$ cat config.mk
export PLATFORM = sky130hd
export DESIGN_NAME = adpcm_block_decoder_unit_flat
export DESIGN_NICKNAME = d
export VERILOG_FILES = /design/src/rtl/abd_pkg.sv /design/src/rtl/abd_in_if.sv /design/src/rtl/abd_out_if.sv /design/src/rtl/abd_ctrl.sv /design/src/rtl/abd_datapath.sv /design/src/rtl/adpcm_block_decoder_unit.sv /design/src/flat_wrapper.sv
export VERILOG_INCLUDE_DIRS = /design/src /design/src/rtl
export SDC_FILE = /design/constraint.sdc
export NUM_CORES = 1
export LEC_CHECK = 0
export BUFFER_PORTS_ARGS = -buffer_cell sky130_fd_sc_hd__buf_2
export CORE_ASPECT_RATIO = 1.2
export CORE_MARGIN = 10
export CORE_UTILIZATION = 50
export CTS_CLUSTER_DIAMETER = 120
export CTS_CLUSTER_SIZE = 30
export DETAILED_ROUTE_END_ITERATION = 10
export PLACE_DENSITY = 0.76
export SLEW_MARGIN = 20
export SYNTH_ARGS = -nofsm -noshare
export SYNTH_HDL_FRONTEND = slang
export SYNTH_SLANG_ARGS = --single-unit
$ cat constraint.sdc
create_clock -name clk_i -period 15 [get_ports clk_i]
set_clock_uncertainty 0.05 [all_clocks]
set_input_delay 1.5 -clock clk_i [delete_from_list [all_inputs] [get_ports clk_i]]
set_output_delay 1.5 -clock clk_i [all_outputs]
set_load 0.01 [all_outputs]
$ cat src/rtl/adpcm_block_decoder_unit_assert.svh
// Assertion macros for the ADPCM block decoder.
// Macro bodies expect clk_i and rst_ni to be visible in the including scope.
`ifndef ADPCM_BLOCK_DECODER_UNIT_ASSERT_SVH
`define ADPCM_BLOCK_DECODER_UNIT_ASSERT_SVH

// Property that must hold at every clock edge out of reset.
`define ABD_ASSERT_ALWAYS(label, expr, msg) \
  label: assert property (@(posedge clk_i) disable iff (!rst_ni) (expr)) \
    else $error(msg);

// Consequent must hold in the same cycle as the antecedent.
`define ABD_ASSERT_IMPL(label, ante, cons, msg) \
  label: assert property (@(posedge clk_i) disable iff (!rst_ni) (ante) |-> (cons)) \
    else $error(msg);

// Consequent must hold in the cycle after the antecedent.
`define ABD_ASSERT_NEXT(label, ante, cons, msg) \
  label: assert property (@(posedge clk_i) disable iff (!rst_ni) (ante) |=> (cons)) \
    else $error(msg);

`endif

$ cat src/rtl/abd_pkg.sv
// Shared types, constants and decode tables for the ADPCM block decoder.
// No dependencies; the controller, datapath and top level refer to this package by scoped names.
package abd_pkg;

  // Header lengths in bytes and limits
  localparam logic [2:0] HDR_LEN_IMA = 3'd4;
  localparam logic [2:0] HDR_LEN_MS  = 3'd7;
  localparam logic [2:0] HDR_STORE   = 3'd6;   // header bytes kept in the header store
  localparam logic [6:0] IMA_STEP_MAX = 7'd88;
  localparam logic [2:0] COEFF_MAX    = 3'd6;

  localparam logic signed [15:0] SAMPLE_MAX = 16'sh7FFF;
  localparam logic signed [15:0] SAMPLE_MIN = 16'sh8000;
  localparam logic signed [15:0] DELTA_MIN  = 16'sd16;
  localparam logic signed [15:0] DELTA_MAX  = 16'sh7FFF;

  // IMA step size table, index 0..88
  localparam logic [14:0] IMA_STEPS [89] = '{
    15'd7, 15'd8, 15'd9, 15'd10, 15'd11, 15'd12, 15'd13, 15'd14, 15'd16, 15'd17,
    15'd19, 15'd21, 15'd23, 15'd25, 15'd28, 15'd31, 15'd34, 15'd37, 15'd41, 15'd45,
    15'd50, 15'd55, 15'd60, 15'd66, 15'd73, 15'd80, 15'd88, 15'd97, 15'd107, 15'd118,
    15'd130, 15'd143, 15'd157, 15'd173, 15'd190, 15'd209, 15'd230, 15'd253, 15'd279,
    15'd307, 15'd337, 15'd371, 15'd408, 15'd449, 15'd494, 15'd544, 15'd598, 15'd658,
    15'd724, 15'd796, 15'd876, 15'd963, 15'd1060, 15'd1166, 15'd1282, 15'd1411,
    15'd1552, 15'd1707, 15'd1878, 15'd2066, 15'd2272, 15'd2499, 15'd2749, 15'd3024,
    15'd3327, 15'd3660, 15'd4026, 15'd4428, 15'd4871, 15'd5358, 15'd5894, 15'd6484,
    15'd7132, 15'd7845, 15'd8630, 15'd9493, 15'd10442, 15'd11487, 15'd12635,
    15'd13899, 15'd15289, 15'd16818, 15'd18500, 15'd20350, 15'd22385, 15'd24623,
    15'd27086, 15'd29794, 15'd32767
  };

  // Controller states
  typedef enum logic [3:0] {
    ST_IDLE,
    ST_DECODE,
    ST_HDR_EMIT0,
    ST_HDR_EMIT1,
    ST_IMA_NIB,
    ST_MS_MUL1,
    ST_MS_MUL2,
    ST_MS_MUL3,
    ST_MS_MUL4,
    ST_MS_DELTA,
    ST_NIB_EMIT
  } abd_state_e;

  // Operand pair for the shared multiplier
  typedef enum logic [1:0] {
    MUL_S1C1,
    MUL_S2C2,
    MUL_CODE,
    MUL_ADAPT
  } abd_mul_e;

  // Accumulator operation
  typedef enum logic [1:0] {
    ACC_HOLD,
    ACC_LOAD,
    ACC_ADD
  } abd_acc_e;

  // Controller to datapath commands
  typedef struct packed {
    logic     capture;
    logic     hdr_step;
    logic     hdr_load;
    logic     ima_step;
    logic     mul_en;
    abd_mul_e mul_op;
    abd_acc_e acc_op;
    logic     ms_pred;
    logic     ms_delta;
    logic     nib_clear;
    logic     nib_next;
    logic     out_load;
    logic     out_older;
    logic     out_last;
  } abd_cmd_t;

  // Datapath to controller status
  typedef struct packed {
    logic       ms;
    logic       hdr_phase;
    logic       hdr_done;
    logic       nib_second;
    logic [6:0] step_pos;
    logic [2:0] coeff_sel;
  } abd_stat_t;

  function automatic logic [14:0] ima_step_size(input logic [6:0] idx);
    logic [6:0] i;
    i = (idx > IMA_STEP_MAX) ? IMA_STEP_MAX : idx;
    return IMA_STEPS[i];
  endfunction

  function automatic logic signed [7:0] ima_index_adj(input logic [2:0] mag);
    case (mag)
      3'd4:    return 8'sd2;
      3'd5:    return 8'sd4;
      3'd6:    return 8'sd6;
      3'd7:    return 8'sd8;
      default: return -8'sd1;
    endcase
  endfunction

  function automatic logic [9:0] ms_adapt(input logic [3:0] nib);
    case (nib)
      4'd4, 4'd12: return 10'd307;
      4'd5, 4'd11: return 10'd409;
      4'd6, 4'd10: return 10'd512;
      4'd7, 4'd9:  return 10'd614;
      4'd8:        return 10'd768;
      default:     return 10'd230;
    endcase
  endfunction

  // First coefficient of each pair; codes above the last pair use the last pair
  function automatic logic signed [11:0] ms_coef1(input logic [2:0] sel);
    case (sel)
      3'd0:    return 12'sd256;
      3'd1:    return 12'sd512;
      3'd2:    return 12'sd0;
      3'd3:    return 12'sd192;
      3'd4:    return 12'sd240;
      3'd5:    return 12'sd460;
      default: return 12'sd392;
    endcase
  endfunction

  function automatic logic signed [11:0] ms_coef2(input logic [2:0] sel);
    case (sel)
      3'd0:    return 12'sd0;
      3'd1:    return -12'sd256;
      3'd2:    return 12'sd0;
      3'd3:    return 12'sd64;
      3'd4:    return 12'sd0;
      3'd5:    return -12'sd208;
      default: return -12'sd232;
    endcase
  endfunction

endpackage

$ cat src/rtl/abd_in_if.sv
// Input byte channel of the ADPCM block decoder: valid/ready plus one block byte.
// No dependencies.
interface abd_in_if;
  logic       valid;
  logic       ready;
  logic [7:0] data_byte;
  logic       block_start;

  modport source (output valid, output data_byte, output block_start, input ready);
  modport sink   (input valid, input data_byte, input block_start, output ready);
endinterface

$ cat src/rtl/abd_out_if.sv
// Output sample channel of the ADPCM block decoder: valid/ready plus one PCM sample.
// No dependencies.
interface abd_out_if;
  logic               valid;
  logic               ready;
  logic signed [15:0] pcm_sample;
  logic               run_last;

  modport source (output valid, output pcm_sample, output run_last, input ready);
  modport sink   (input valid, input pcm_sample, input run_last, output ready);
endinterface

$ cat src/rtl/abd_ctrl.sv
// Sequencing controller of the ADPCM block decoder: steps one input beat
// through header or nibble decode and drives the output valid. Uses abd_pkg.
module abd_ctrl (
  input  logic              clk_i,
  input  logic              rst_ni,
  input  logic              in_valid_i,
  output logic              in_ready_o,
  input  logic              out_ready_i,
  output logic              out_valid_o,
  input  abd_pkg::abd_stat_t stat_i,
  output abd_pkg::abd_cmd_t  cmd_o
);

  abd_pkg::abd_state_e state_q, state_d;
  logic                out_valid_q, out_valid_d;
  logic                out_free;

  // Output register can take a new beat when empty or being drained
  assign out_free = !out_valid_q || out_ready_i;

  // State and output valid registers
  always_ff @(posedge clk_i or negedge rst_ni) begin
    if (!rst_ni) begin
      state_q     <= abd_pkg::ST_IDLE;
      out_valid_q <= 1'b0;
    end else begin
      state_q     <= state_d;
      out_valid_q <= out_valid_d;
    end
  end

  // Next state and commands
  always_comb begin
    state_d    = state_q;
    in_ready_o = 1'b0;
    cmd_o      = '0;
    cmd_o.mul_op = abd_pkg::MUL_S1C1;
    cmd_o.acc_op = abd_pkg::ACC_HOLD;

    case (state_q)
      abd_pkg::ST_IDLE: begin
        in_ready_o = 1'b1;
        if (in_valid_i) begin
          cmd_o.capture = 1'b1;
          state_d       = abd_pkg::ST_DECODE;
        end
      end

      abd_pkg::ST_DECODE: begin
        if (stat_i.hdr_phase) begin
          cmd_o.hdr_step = 1'b1;
          if (stat_i.hdr_done) begin
            cmd_o.hdr_load = 1'b1;
            state_d = stat_i.ms ? abd_pkg::ST_HDR_EMIT0 : abd_pkg::ST_HDR_EMIT1;
          end else begin
            state_d = abd_pkg::ST_IDLE;
          end
        end else begin
          cmd_o.nib_clear = 1'b1;
          state_d = stat_i.ms ? abd_pkg::ST_MS_MUL1 : abd_pkg::ST_IMA_NIB;
        end
      end

      // MS header: older sample first
      abd_pkg::ST_HDR_EMIT0: begin
        if (out_free) begin
          cmd_o.out_load  = 1'b1;
          cmd_o.out_older = 1'b1;
          state_d         = abd_pkg::ST_HDR_EMIT1;
        end
      end

      abd_pkg::ST_HDR_EMIT1: begin
        if (out_free) begin
          cmd_o.out_load = 1'b1;
          cmd_o.out_last = 1'b1;
          state_d        = abd_pkg::ST_IDLE;
        end
      end

      abd_pkg::ST_IMA_NIB: begin
        cmd_o.ima_step = 1'b1;
        state_d        = abd_pkg::ST_NIB_EMIT;
      end

      // MS predictor: s1*c1, s2*c2, code*delta, then adapt*delta
      abd_pkg::ST_MS_MUL1: begin
        cmd_o.mul_en = 1'b1;
        cmd_o.mul_op = abd_pkg::MUL_S1C1;
        state_d      = abd_pkg::ST_MS_MUL2;
      end

      abd_pkg::ST_MS_MUL2: begin
        cmd_o.mul_en = 1'b1;
        cmd_o.mul_op = abd_pkg::MUL_S2C2;
        cmd_o.acc_op = abd_pkg::ACC_LOAD;
        state_d      = abd_pkg::ST_MS_MUL3;
      end

      abd_pkg::ST_MS_MUL3: begin
        cmd_o.mul_en = 1'b1;
        cmd_o.mul_op = abd_pkg::MUL_CODE;
        cmd_o.acc_op = abd_pkg::ACC_ADD;
        state_d      = abd_pkg::ST_MS_MUL4;
      end

      abd_pkg::ST_MS_MUL4: begin
        cmd_o.mul_en  = 1'b1;
        cmd_o.mul_op  = abd_pkg::MUL_ADAPT;
        cmd_o.ms_pred = 1'b1;
        state_d       = abd_pkg::ST_MS_DELTA;
      end

      abd_pkg::ST_MS_DELTA: begin
        cmd_o.ms_delta = 1'b1;
        state_d        = abd_pkg::ST_NIB_EMIT;
      end

      abd_pkg::ST_NIB_EMIT: begin
        if (out_free) begin
          cmd_o.out_load = 1'b1;
          cmd_o.out_last = stat_i.nib_second;
          if (stat_i.nib_second) begin
            state_d = abd_pkg::ST_IDLE;
          end else begin
            cmd_o.nib_next = 1'b1;
            state_d = stat_i.ms ? abd_pkg::ST_MS_MUL1 : abd_pkg::ST_IMA_NIB;
          end
        end
      end

      default: begin
        state_d = abd_pkg::ST_IDLE;
      end
    endcase
  end

  // Output valid: set on load, cleared when the beat is taken
  always_comb begin
    if (cmd_o.out_load) begin
      out_valid_d = 1'b1;
    end else if (out_ready_i) begin
      out_valid_d = 1'b0;
    end else begin
      out_valid_d = out_valid_q;
    end
  end

  assign out_valid_o = out_valid_q;

endmodule

$ cat src/rtl/abd_datapath.sv
// Datapath of the ADPCM block decoder: header store, decoder state, IMA step
// logic, shared multiplier with accumulator, output register. Uses abd_pkg.
module abd_datapath (
  input  logic               clk_i,
  input  logic               rst_ni,
  input  logic               cfg_we_i,
  input  logic               cfg_wdata_i,
  input  logic [7:0]         data_byte_i,
  input  logic               block_start_i,
  input  abd_pkg::abd_cmd_t  cmd_i,
  output abd_pkg::abd_stat_t stat_o,
  output logic signed [15:0] pcm_sample_o,
  output logic               run_last_o
);

  // Configuration and decoder state
  logic               fmt_q;
  logic [7:0]         byte_q;
  logic               start_q;
  logic [2:0]         pos_q;
  logic [47:0]        hdr_q;
  logic signed [15:0] newest_q, newest_d;
  logic signed [15:0] older_q, older_d;
  logic [6:0]         step_q, step_d;
  logic signed [15:0] delta_q, delta_d;
  logic [2:0]         coeff_q, coeff_d;
  logic               nib_q;

  // Multiplier and accumulator
  logic signed [33:0] prod_q;
  logic signed [28:0] acc_q;
  logic signed [16:0] mul_a, mul_b;

  // Output register payload
  logic signed [15:0] out_sample_q;
  logic               out_last_q;

  // Header position bookkeeping
  logic [2:0] pos_eff;
  logic [2:0] hdr_len;
  logic [3:0] pos_inc;
  logic [3:0] nib;

  assign pos_eff = start_q ? 3'd0 : pos_q;
  assign hdr_len = fmt_q ? abd_pkg::HDR_LEN_MS : abd_pkg::HDR_LEN_IMA;
  assign pos_inc = {1'b0, pos_eff} + 4'd1;

  // Current nibble: IMA low nibble first, MS high nibble first
  always_comb begin
    if (fmt_q) begin
      nib = nib_q ? byte_q[3:0] : byte_q[7:4];
    end else begin
      nib = nib_q ? byte_q[7:4] : byte_q[3:0];
    end
  end

  // Status to the controller
  always_comb begin
    stat_o.ms         = fmt_q;
    stat_o.hdr_phase  = pos_eff < hdr_len;
    stat_o.hdr_done   = pos_inc == {1'b0, hdr_len};
    stat_o.nib_second = nib_q;
    stat_o.step_pos   = step_q;
    stat_o.coeff_sel  = coeff_q;
  end

  // IMA nibble decode
  logic [6:0]         step_idx;
  logic [14:0]        step_sz;
  logic [15:0]        ima_diff;
  logic signed [17:0] ima_diff_s;
  logic signed [17:0] ima_sum;
  logic signed [15:0] ima_sample;
  logic signed [7:0]  idx_sum;
  logic [6:0]         idx_next;

  always_comb begin
    step_idx = (step_q > abd_pkg::IMA_STEP_MAX) ? abd_pkg::IMA_STEP_MAX : step_q;
    step_sz  = abd_pkg::ima_step_size(step_idx);
    ima_diff = {4'b0, step_sz[14:3]}
             + (nib[0] ? {3'b0, step_sz[14:2]} : 16'd0)
             + (nib[1] ? {2'b0, step_sz[14:1]} : 16'd0)
             + (nib[2] ? {1'b0, step_sz}       : 16'd0);
    ima_diff_s = $signed({2'b00, ima_diff});
    ima_sum = {{2{newest_q[15]}}, newest_q} + (nib[3] ? -ima_diff_s : ima_diff_s);
    if (ima_sum > 18'(abd_pkg::SAMPLE_MAX)) begin
      ima_sample = abd_pkg::SAMPLE_MAX;
    end else if (ima_sum < 18'(abd_pkg::SAMPLE_MIN)) begin
      ima_sample = abd_pkg::SAMPLE_MIN;
    end else begin
      ima_sample = ima_sum[15:0];
    end
    idx_sum = $signed({1'b0, step_idx}) + abd_pkg::ima_index_adj(nib[2:0]);
    if (idx_sum < 8'sd0) begin
      idx_next = 7'd0;
    end else if (idx_sum > $signed({1'b0, abd_pkg::IMA_STEP_MAX})) begin
      idx_next = abd_pkg::IMA_STEP_MAX;
    end else begin
      idx_next = idx_sum[6:0];
    end
  end

  // Multiplier operand select
  always_comb begin
    case (cmd_i.mul_op)
      abd_pkg::MUL_S1C1: begin
        mul_a = {newest_q[15], newest_q};
        mul_b = 17'(abd_pkg::ms_coef1(coeff_q));
      end
      abd_pkg::MUL_S2C2: begin
        mul_a = {older_q[15], older_q};
        mul_b = 17'(abd_pkg::ms_coef2(coeff_q));
      end
      abd_pkg::MUL_CODE: begin
        mul_a = {{13{nib[3]}}, nib};
        mul_b = {delta_q[15], delta_q};
      end
      abd_pkg::MUL_ADAPT: begin
        mul_a = {7'b0, abd_pkg::ms_adapt(nib)};
        mul_b = {delta_q[15], delta_q};
      end
      default: begin
        mul_a = '0;
        mul_b = '0;
      end
    endcase
  end

  // MS prediction and delta adaptation
  logic signed [21:0] pred_sum;
  logic signed [15:0] ms_sample;
  logic signed [18:0] delta_raw;
  logic signed [15:0] delta_new;

  always_comb begin
    pred_sum = $signed({acc_q[28], acc_q[28:8]}) + $signed(prod_q[21:0]);
    if (pred_sum > 22'(abd_pkg::SAMPLE_MAX)) begin
      ms_sample = abd_pkg::SAMPLE_MAX;
    end else if (pred_sum < 22'(abd_pkg::SAMPLE_MIN)) begin
      ms_sample = abd_pkg::SAMPLE_MIN;
    end else begin
      ms_sample = pred_sum[15:0];
    end
    delta_raw = $signed(prod_q[26:8]);
    if (delta_raw < 19'(abd_pkg::DELTA_MIN)) begin
      delta_new = abd_pkg::DELTA_MIN;
    end else if (delta_raw > 19'(abd_pkg::DELTA_MAX)) begin
      delta_new = abd_pkg::DELTA_MAX;
    end else begin
      delta_new = delta_raw[15:0];
    end
  end

  // Next decoder state
  always_comb begin
    newest_d = newest_q;
    older_d  = older_q;
    step_d   = step_q;
    delta_d  = delta_q;
    coeff_d  = coeff_q;
    if (cmd_i.hdr_load) begin
      if (fmt_q) begin
        coeff_d  = (hdr_q[7:0] > {5'b0, abd_pkg::COEFF_MAX}) ? abd_pkg::COEFF_MAX
                                                             : hdr_q[2:0];
        delta_d  = $signed(hdr_q[23:8]);
        newest_d = $signed(hdr_q[39:24]);
        older_d  = $signed({byte_q, hdr_q[47:40]});
      end else begin
        newest_d = $signed(hdr_q[15:0]);
        step_d   = (hdr_q[23:16] > {1'b0, abd_pkg::IMA_STEP_MAX}) ? abd_pkg::IMA_STEP_MAX
                                                                  : hdr_q[22:16];
      end
    end
    if (cmd_i.ima_step) begin
      newest_d = ima_sample;
      step_d   = idx_next;
    end
    if (cmd_i.ms_pred) begin
      older_d  = newest_q;
      newest_d = ms_sample;
    end
    if (cmd_i.ms_delta) begin
      delta_d = delta_new;
    end
  end

  // Decoder state registers
  always_ff @(posedge clk_i or negedge rst_ni) begin
    if (!rst_ni) begin
      fmt_q    <= 1'b0;
      pos_q    <= 3'd0;
      hdr_q    <= '0;
      newest_q <= '0;
      older_q  <= '0;
      step_q   <= '0;
      delta_q  <= '0;
      coeff_q  <= '0;
      nib_q    <= 1'b0;
    end else begin
      if (cfg_we_i) begin
        fmt_q <= cfg_wdata_i;
      end
      if (cmd_i.hdr_step) begin
        pos_q <= pos_inc[2:0];
        for (int k = 0; k < int'(abd_pkg::HDR_STORE); k++) begin
          if (pos_eff == 3'(k)) begin
            hdr_q[8*k +: 8] <= byte_q;
          end
        end
      end
      newest_q <= newest_d;
      older_q  <= older_d;
      step_q   <= step_d;
      delta_q  <= delta_d;
      coeff_q  <= coeff_d;
      if (cmd_i.nib_clear) begin
        nib_q <= 1'b0;
      end else if (cmd_i.nib_next) begin
        nib_q <= 1'b1;
      end
    end
  end

  // Input capture, multiplier, accumulator and output payload
  always_ff @(posedge clk_i) begin
    if (cmd_i.capture) begin
      byte_q  <= data_byte_i;
      start_q <= block_start_i;
    end
    if (cmd_i.mul_en) begin
      prod_q <= mul_a * mul_b;
    end
    case (cmd_i.acc_op)
      abd_pkg::ACC_LOAD: acc_q <= prod_q[28:0];
      abd_pkg::ACC_ADD:  acc_q <= acc_q + prod_q[28:0];
      default:           acc_q <= acc_q;
    endcase
    if (cmd_i.out_load) begin
      out_sample_q <= cmd_i.out_older ? older_q : newest_q;
      out_last_q   <= cmd_i.out_last;
    end
  end

  assign pcm_sample_o = out_sample_q;
  assign run_last_o   = out_last_q;

endmodule

$ cat src/rtl/adpcm_block_decoder_unit.sv
// ADPCM block decoder top level: abd_ctrl sequencer plus abd_datapath, uses abd_pkg.
// One byte at a time; header bytes are stored, and a completing header emits its samples.
// IMA data byte: a step state and an output state per nibble.
// MS data byte: four passes through the one shared multiplier per nibble, then a delta update.
// Output waits stall. Asynchronous active-low reset clears control and decoder state, format IMA.
`include "adpcm_block_decoder_unit_assert.svh"

module adpcm_block_decoder_unit (
  input  logic      clk_i,
  input  logic      rst_ni,
  input  logic      cfg_we_i,
  input  logic      cfg_wdata_i,
  abd_in_if.sink    in_i,
  abd_out_if.source out_o
);

  abd_pkg::abd_cmd_t  cmd;
  abd_pkg::abd_stat_t stat;
  logic               out_valid;

  // Sequencer
  abd_ctrl u_ctrl (
    .clk_i       (clk_i),
    .rst_ni      (rst_ni),
    .in_valid_i  (in_i.valid),
    .in_ready_o  (in_i.ready),
    .out_ready_i (out_o.ready),
    .out_valid_o (out_valid),
    .stat_i      (stat),
    .cmd_o       (cmd)
  );

  // Datapath
  abd_datapath u_datapath (
    .clk_i         (clk_i),
    .rst_ni        (rst_ni),
    .cfg_we_i      (cfg_we_i),
    .cfg_wdata_i   (cfg_wdata_i),
    .data_byte_i   (in_i.data_byte),
    .block_start_i (in_i.block_start),
    .cmd_i         (cmd),
    .stat_o        (stat),
    .pcm_sample_o  (out_o.pcm_sample),
    .run_last_o    (out_o.run_last)
  );

  assign out_o.valid = out_valid;

  // Checks
  `ABD_ASSERT_NEXT(a_one_beat_at_a_time, in_i.valid && in_i.ready, !in_i.ready, "input taken while busy")
  `ABD_ASSERT_ALWAYS(a_step_in_range, stat.step_pos <= abd_pkg::IMA_STEP_MAX, "IMA step index out of range")
  `ABD_ASSERT_ALWAYS(a_coeff_in_range, stat.coeff_sel <= abd_pkg::COEFF_MAX, "MS coefficient index out of range")
  `ABD_ASSERT_IMPL(a_no_overwrite, cmd.out_load, !out_o.valid || out_o.ready, "output beat overwritten")

endmodule
$ cat src/flat_wrapper.sv
// flat-port wrapper written by rule: the top's interface ports become plain ports
module adpcm_block_decoder_unit_flat 
  (clk_i, rst_ni, cfg_we_i, cfg_wdata_i, in_i_valid, in_i_data_byte, in_i_block_start, in_i_ready, out_o_valid, out_o_pcm_sample, out_o_run_last, out_o_ready);
  abd_in_if in_i_i ();
  abd_out_if out_o_i ();
  input  logic clk_i;
  input  logic rst_ni;
  input  logic cfg_we_i;
  input  logic cfg_wdata_i;
  input wire logic [$bits(in_i_i.valid)-1:0] in_i_valid;
  input wire logic [$bits(in_i_i.data_byte)-1:0] in_i_data_byte;
  input wire logic [$bits(in_i_i.block_start)-1:0] in_i_block_start;
  output wire logic [$bits(in_i_i.ready)-1:0] in_i_ready;
  output wire logic [$bits(out_o_i.valid)-1:0] out_o_valid;
  output wire logic [$bits(out_o_i.pcm_sample)-1:0] out_o_pcm_sample;
  output wire logic [$bits(out_o_i.run_last)-1:0] out_o_run_last;
  input wire logic [$bits(out_o_i.ready)-1:0] out_o_ready;
  assign in_i_i.valid = in_i_valid;
  assign in_i_i.data_byte = in_i_data_byte;
  assign in_i_i.block_start = in_i_block_start;
  assign in_i_ready = in_i_i.ready;
  assign out_o_valid = out_o_i.valid;
  assign out_o_pcm_sample = out_o_i.pcm_sample;
  assign out_o_run_last = out_o_i.run_last;
  assign out_o_i.ready = out_o_ready;
  adpcm_block_decoder_unit u_core (.clk_i(clk_i), .rst_ni(rst_ni), .cfg_we_i(cfg_we_i), .cfg_wdata_i(cfg_wdata_i), .in_i(in_i_i), .out_o(out_o_i));
endmodule
==> summary.md <==
| Metric | Value |
|---|---|
| Die height | 269 um |
| ANT nets after route | 0 |
| CORE AREA | 51200 um2 |
| CP Data Arrival Time | 10310 ps |
| Grt ovf | 0 |
| Synthesis-stage register bit count | 200 |
| Largest family of logic cells by synthesized area | adder cells |
| Antenna violations before repair | 0 |
| Initial drt markers | 1655 |
| Pre-antenna DRT Iters | 7 |
| Routed WL per cell | 20.8 um |
| CTS Sinks | 200 |
| Critical Path Max Stage Delay | 600 ps |
| Hold-fix buffers at CTS | 0 |
| Fmax | 0.100 GHz |
| Worst EP required | 15330 ps |
| Synth Instances | 2894 |
| Xor/xnor cell area share of the yosys netlist | 4.53% |
| Crit. End Element | flop |
| Hold/Removal Path Class | reg2reg |
| Sequential-to-total area share from yosys stat | 21.0% |
| Unrepaired setup endpoints after global routing | false |
| Setup TNS | 0 ps |
| Tot GR Track Use | 24.8% |
| Pins Over Slew Limit | 0 |
| Least-Margin Pin Slew | 1050 ps |
| Post-Syn Area | 25800 um2 |
| CTS clock-pin slew for the worst setup and hold paths | 80 ps |
| H-tree lvl count | 4 |
| Clock tree root buffer cell | clkbuf_16 |
| Final Hold Vio Count | 0 |
| Ys flop type | dfrtp_1 |
| Multi-input gate area | 18700 um2 |
| Vias in the first global route | 22357 |
| Slew margin rel. | 30.1% |
| # setup viols final | 0 |
| Vias | 21345 |
| Post-synthesis adder-cell area fraction | 31.3% |
| CTS tree | done |
| Port Buffers | 33 |
| Net Count, Synth | 3388 |
| Post-synthesis area per instance | 8.92 um2 |
| Outcome | complete, no violations |
| Crit Path Class | reg2reg |
| P&R area growth vs syn | 5.29% |
| Post-CTS setup buffer count | 0 |
| Largest net degree at the start of global routing | 62 |
| Unique cell type count in the Yosys netlist | 99 |
| Fillers | 4563 |
| EDFF count, synth | 84 |
| Resized cells post-CTS | 0 |
| Routed WL | 73400 um |
| Async SR Flop Fraction | 58.0% |
| Simple-Gate Fraction of Synth Area | 14.8% |
| Compound-gate portion of the synthesized area | 16.0% |
| Slowest cell on crit path | dfrtp_1 |
| Final Cycle Share | 66.5% |
| Synth Warn # | 0 |
| Max Root-Sink Buffers | 2 |
| Share of layout cells above drive strength 1 | 8.46% |
| Multiplexer share of the synthesized area | 5.62% |
| Storage cell area | 5430 um2 |
| CP startpoint kind | flop |
| Global-route wire length before repair | 120000 um |
| Die area | 61200 um2 |
| Die width | 227 um |
| Minimum clock period | 9980 ps |
| Initial Util | 50.4% |
| Nets | 3352 |
| Core Rows | 91 |
| # DRC | 0 |
| Total I/O pin count | 34 |
| Max-cap violations | 0 |
| Vias/cell | 6.06 |
| TritonCTS Buffers | 17 |
| Later-pin clock latency in the skew report | 460 ps |
| DPL Wire Length | 59000 um |
| CP max FO | 20 |
| ANT cells | 0 |
| Final RePlAce weighted congestion | 0.958 |
## through the flow
step / setup slack, ps / hold slack [ps] / utilization [%] / instance area, um2 / cells
finish: 5020 / 450 / 53.1 / 27200 / 3522
global route: 4370 / 455 / 53.1 / 27200 / 3522
CTS: 5120 / 445 / 53.0 / 27200 / 3522
detailed placement: 5180 / 425 / 51.8 / 26600 / 3490
global placement: 5430 / 414 / 51.8 / 26600 / 3490
floorplan: 6320 / 397 / - / 25800 / 2894
## state kept, by name (all words and copies together) (netlist names)
| register | count |
|---|---|
| u_core.u_ctrl.out_valid_o | 1 |
| u_core.u_ctrl.state_q | 4 |
| u_core.u_datapath.acc_q | 29 |
| u_core.u_datapath.byte_q | 8 |
| u_core.u_datapath.coeff_q | 3 |
| u_core.u_datapath.delta_q | 16 |
| u_core.u_datapath.fmt_q | 1 |
| u_core.u_datapath.hdr_q | 48 |
| u_core.u_datapath.newest_q | 16 |
| u_core.u_datapath.nib_q | 1 |
| u_core.u_datapath.older_q | 16 |
| u_core.u_datapath.pcm_sample_o | 16 |
| u_core.u_datapath.pos_q | 3 |
| u_core.u_datapath.prod_q | 29 |
| u_core.u_datapath.run_last_o | 1 |
| u_core.u_datapath.start_q | 1 |
| u_core.u_datapath.step_q | 7 |
## final timing paths
check / start / to / slack (ps) / cells past startpoint
setup / recovery: u_core.u_datapath.step_q[2] / u_core.u_datapath.newest_q[4] / 5020 / 35
hold / removal: u_core.u_datapath.pos_q[1] / u_core.u_datapath.pos_q[1] / 450 / 2
setup reg to reg: u_core.u_datapath.step_q[2] / u_core.u_datapath.newest_q[4] / 5020 / 35
hold reg to reg: u_core.u_datapath.pos_q[1] / u_core.u_datapath.pos_q[1] / 450 / 2
max in group asynchronous: rst_ni / u_core.u_datapath.newest_q[5] / 12570 / 2
min in group asynchronous: rst_ni / u_core.u_datapath.older_q[13] / 1020 / 1
## layer usage
layer	up-vias	track usage [%]	wire [um]
met5	-	0	0
met4	0	14.2	4470
met3	217	3.25	4240
met2	834	44.3	37300
met1	10576	27.9	27400
li1	9718	-	-
## synth_stat cells, drive strengths merged, types with 5 or more instances
cell type | count | area share, %
a2111oi | 6 | 0.21
a211o | 13 | 0.44
a211oi | 36 | 1.1
a21o | 46 | 1.3
a21oi | 185 | 3.6
a221oi | 11 | 0.37
a31o | 6 | 0.20
a31oi | 27 | 0.65
a32oi | 6 | 0.20
and2 | 19 | 0.46
and3 | 17 | 0.41
buf | 26 | 0.50
clkbuf | 90 | 1.3
dfrtp | 116 | 11
edfxtp | 84 | 9.8
fa | 277 | 21
ha | 202 | 9.8
inv | 340 | 5.0
mux2 | 92 | 4.0
mux2i | 38 | 1.5
nand2 | 291 | 4.2
nand2b | 29 | 0.70
nand3 | 33 | 0.64
nand4 | 8 | 0.19
nor2 | 325 | 4.8
nor2b | 29 | 0.70
nor3 | 55 | 1.3
nor4 | 6 | 0.20
o2111ai | 5 | 0.17
o211ai | 17 | 0.49
o21a | 37 | 1.1
o21ai | 161 | 3.1
o21bai | 14 | 0.41
o221ai | 10 | 0.36
o22ai | 13 | 0.31
o31a | 5 | 0.17
o31ai | 12 | 0.35
or2 | 9 | 0.22
or3 | 10 | 0.27
xnor2 | 90 | 3.1
xor2 | 41 | 1.4
## layout make-up
cell class              count  area share (%)
repair buffers             61            1.39
multi-input cells        2237            68.7
clock buffers              21            1.81
inverters                 341            4.74
well taps                 651            3.00
flip-flops and latches    200            20.0
clock inverters            11           0.442
## placed cells by master, fill, tap and decap left out, types with 6 or more instances in the layout
cell       netlist  layout
xor2_1          39      39
o211ai_1        17      17
buf_2            5      32
fa_1           277     277
nand2b_1        29      29
o21bai_1        14      13
a32oi_1          6       6
or2_2            7       7
a211oi_1        33      33
nor3_2          10      10
edfxtp_1        84      84
and3_1          17      17
inv_1          334     334
and2_1          18      18
a31oi_1         27      27
clkbuf_16        0      19
ha_1           202     202
o21a_1          35      35
nand3_1         33      33
mux2i_1         37      36
a211o_1         13      13
nor2_1         321     320
o31ai_1         12      11
nor2b_1         29      28
mux2_2          92      92
buf_4            3      29
dfrtp_1        116     116
o221ai_1         9       9
a221oi_1        11      11
o21ai_0        115     114
a21oi_1        184     184
nor3_1          44      43
a21o_1          46      46
or3_1            8       8
nand2_1        291     291
o22ai_1         13      13
o21ai_1         45      45
nand4_1          8       8
xnor2_1         89      89
## cells by family (layout without fill, tap and decap cells)
family / count (synthesis) / after routing
buffers and inverters: 457 / 434
AND/OR/NAND/NOR: 849 / 849
XOR/XNOR: 131 / 131
AO/OA/AOI/OAI: 647 / 647
adder cells (fa/ha/maj): 479 / 479
multiplexers: 131 / 131
flip-flops: 200 / 200
## critical path: cells and delay by family (launching register included)
family,cells,cell delay [ps]
XOR/XNOR,4,850
AO/OA/AOI/OAI,14,3930
buffers and inverters,3,440
adder cells (fa/ha/maj),5,2140
AND/OR/NAND/NOR,9,1860
flip-flops,1,600
Power is left out: the tool's default activity adds up to more than one toggle a clock period on the data nets, which glitch-free logic cannot reach.
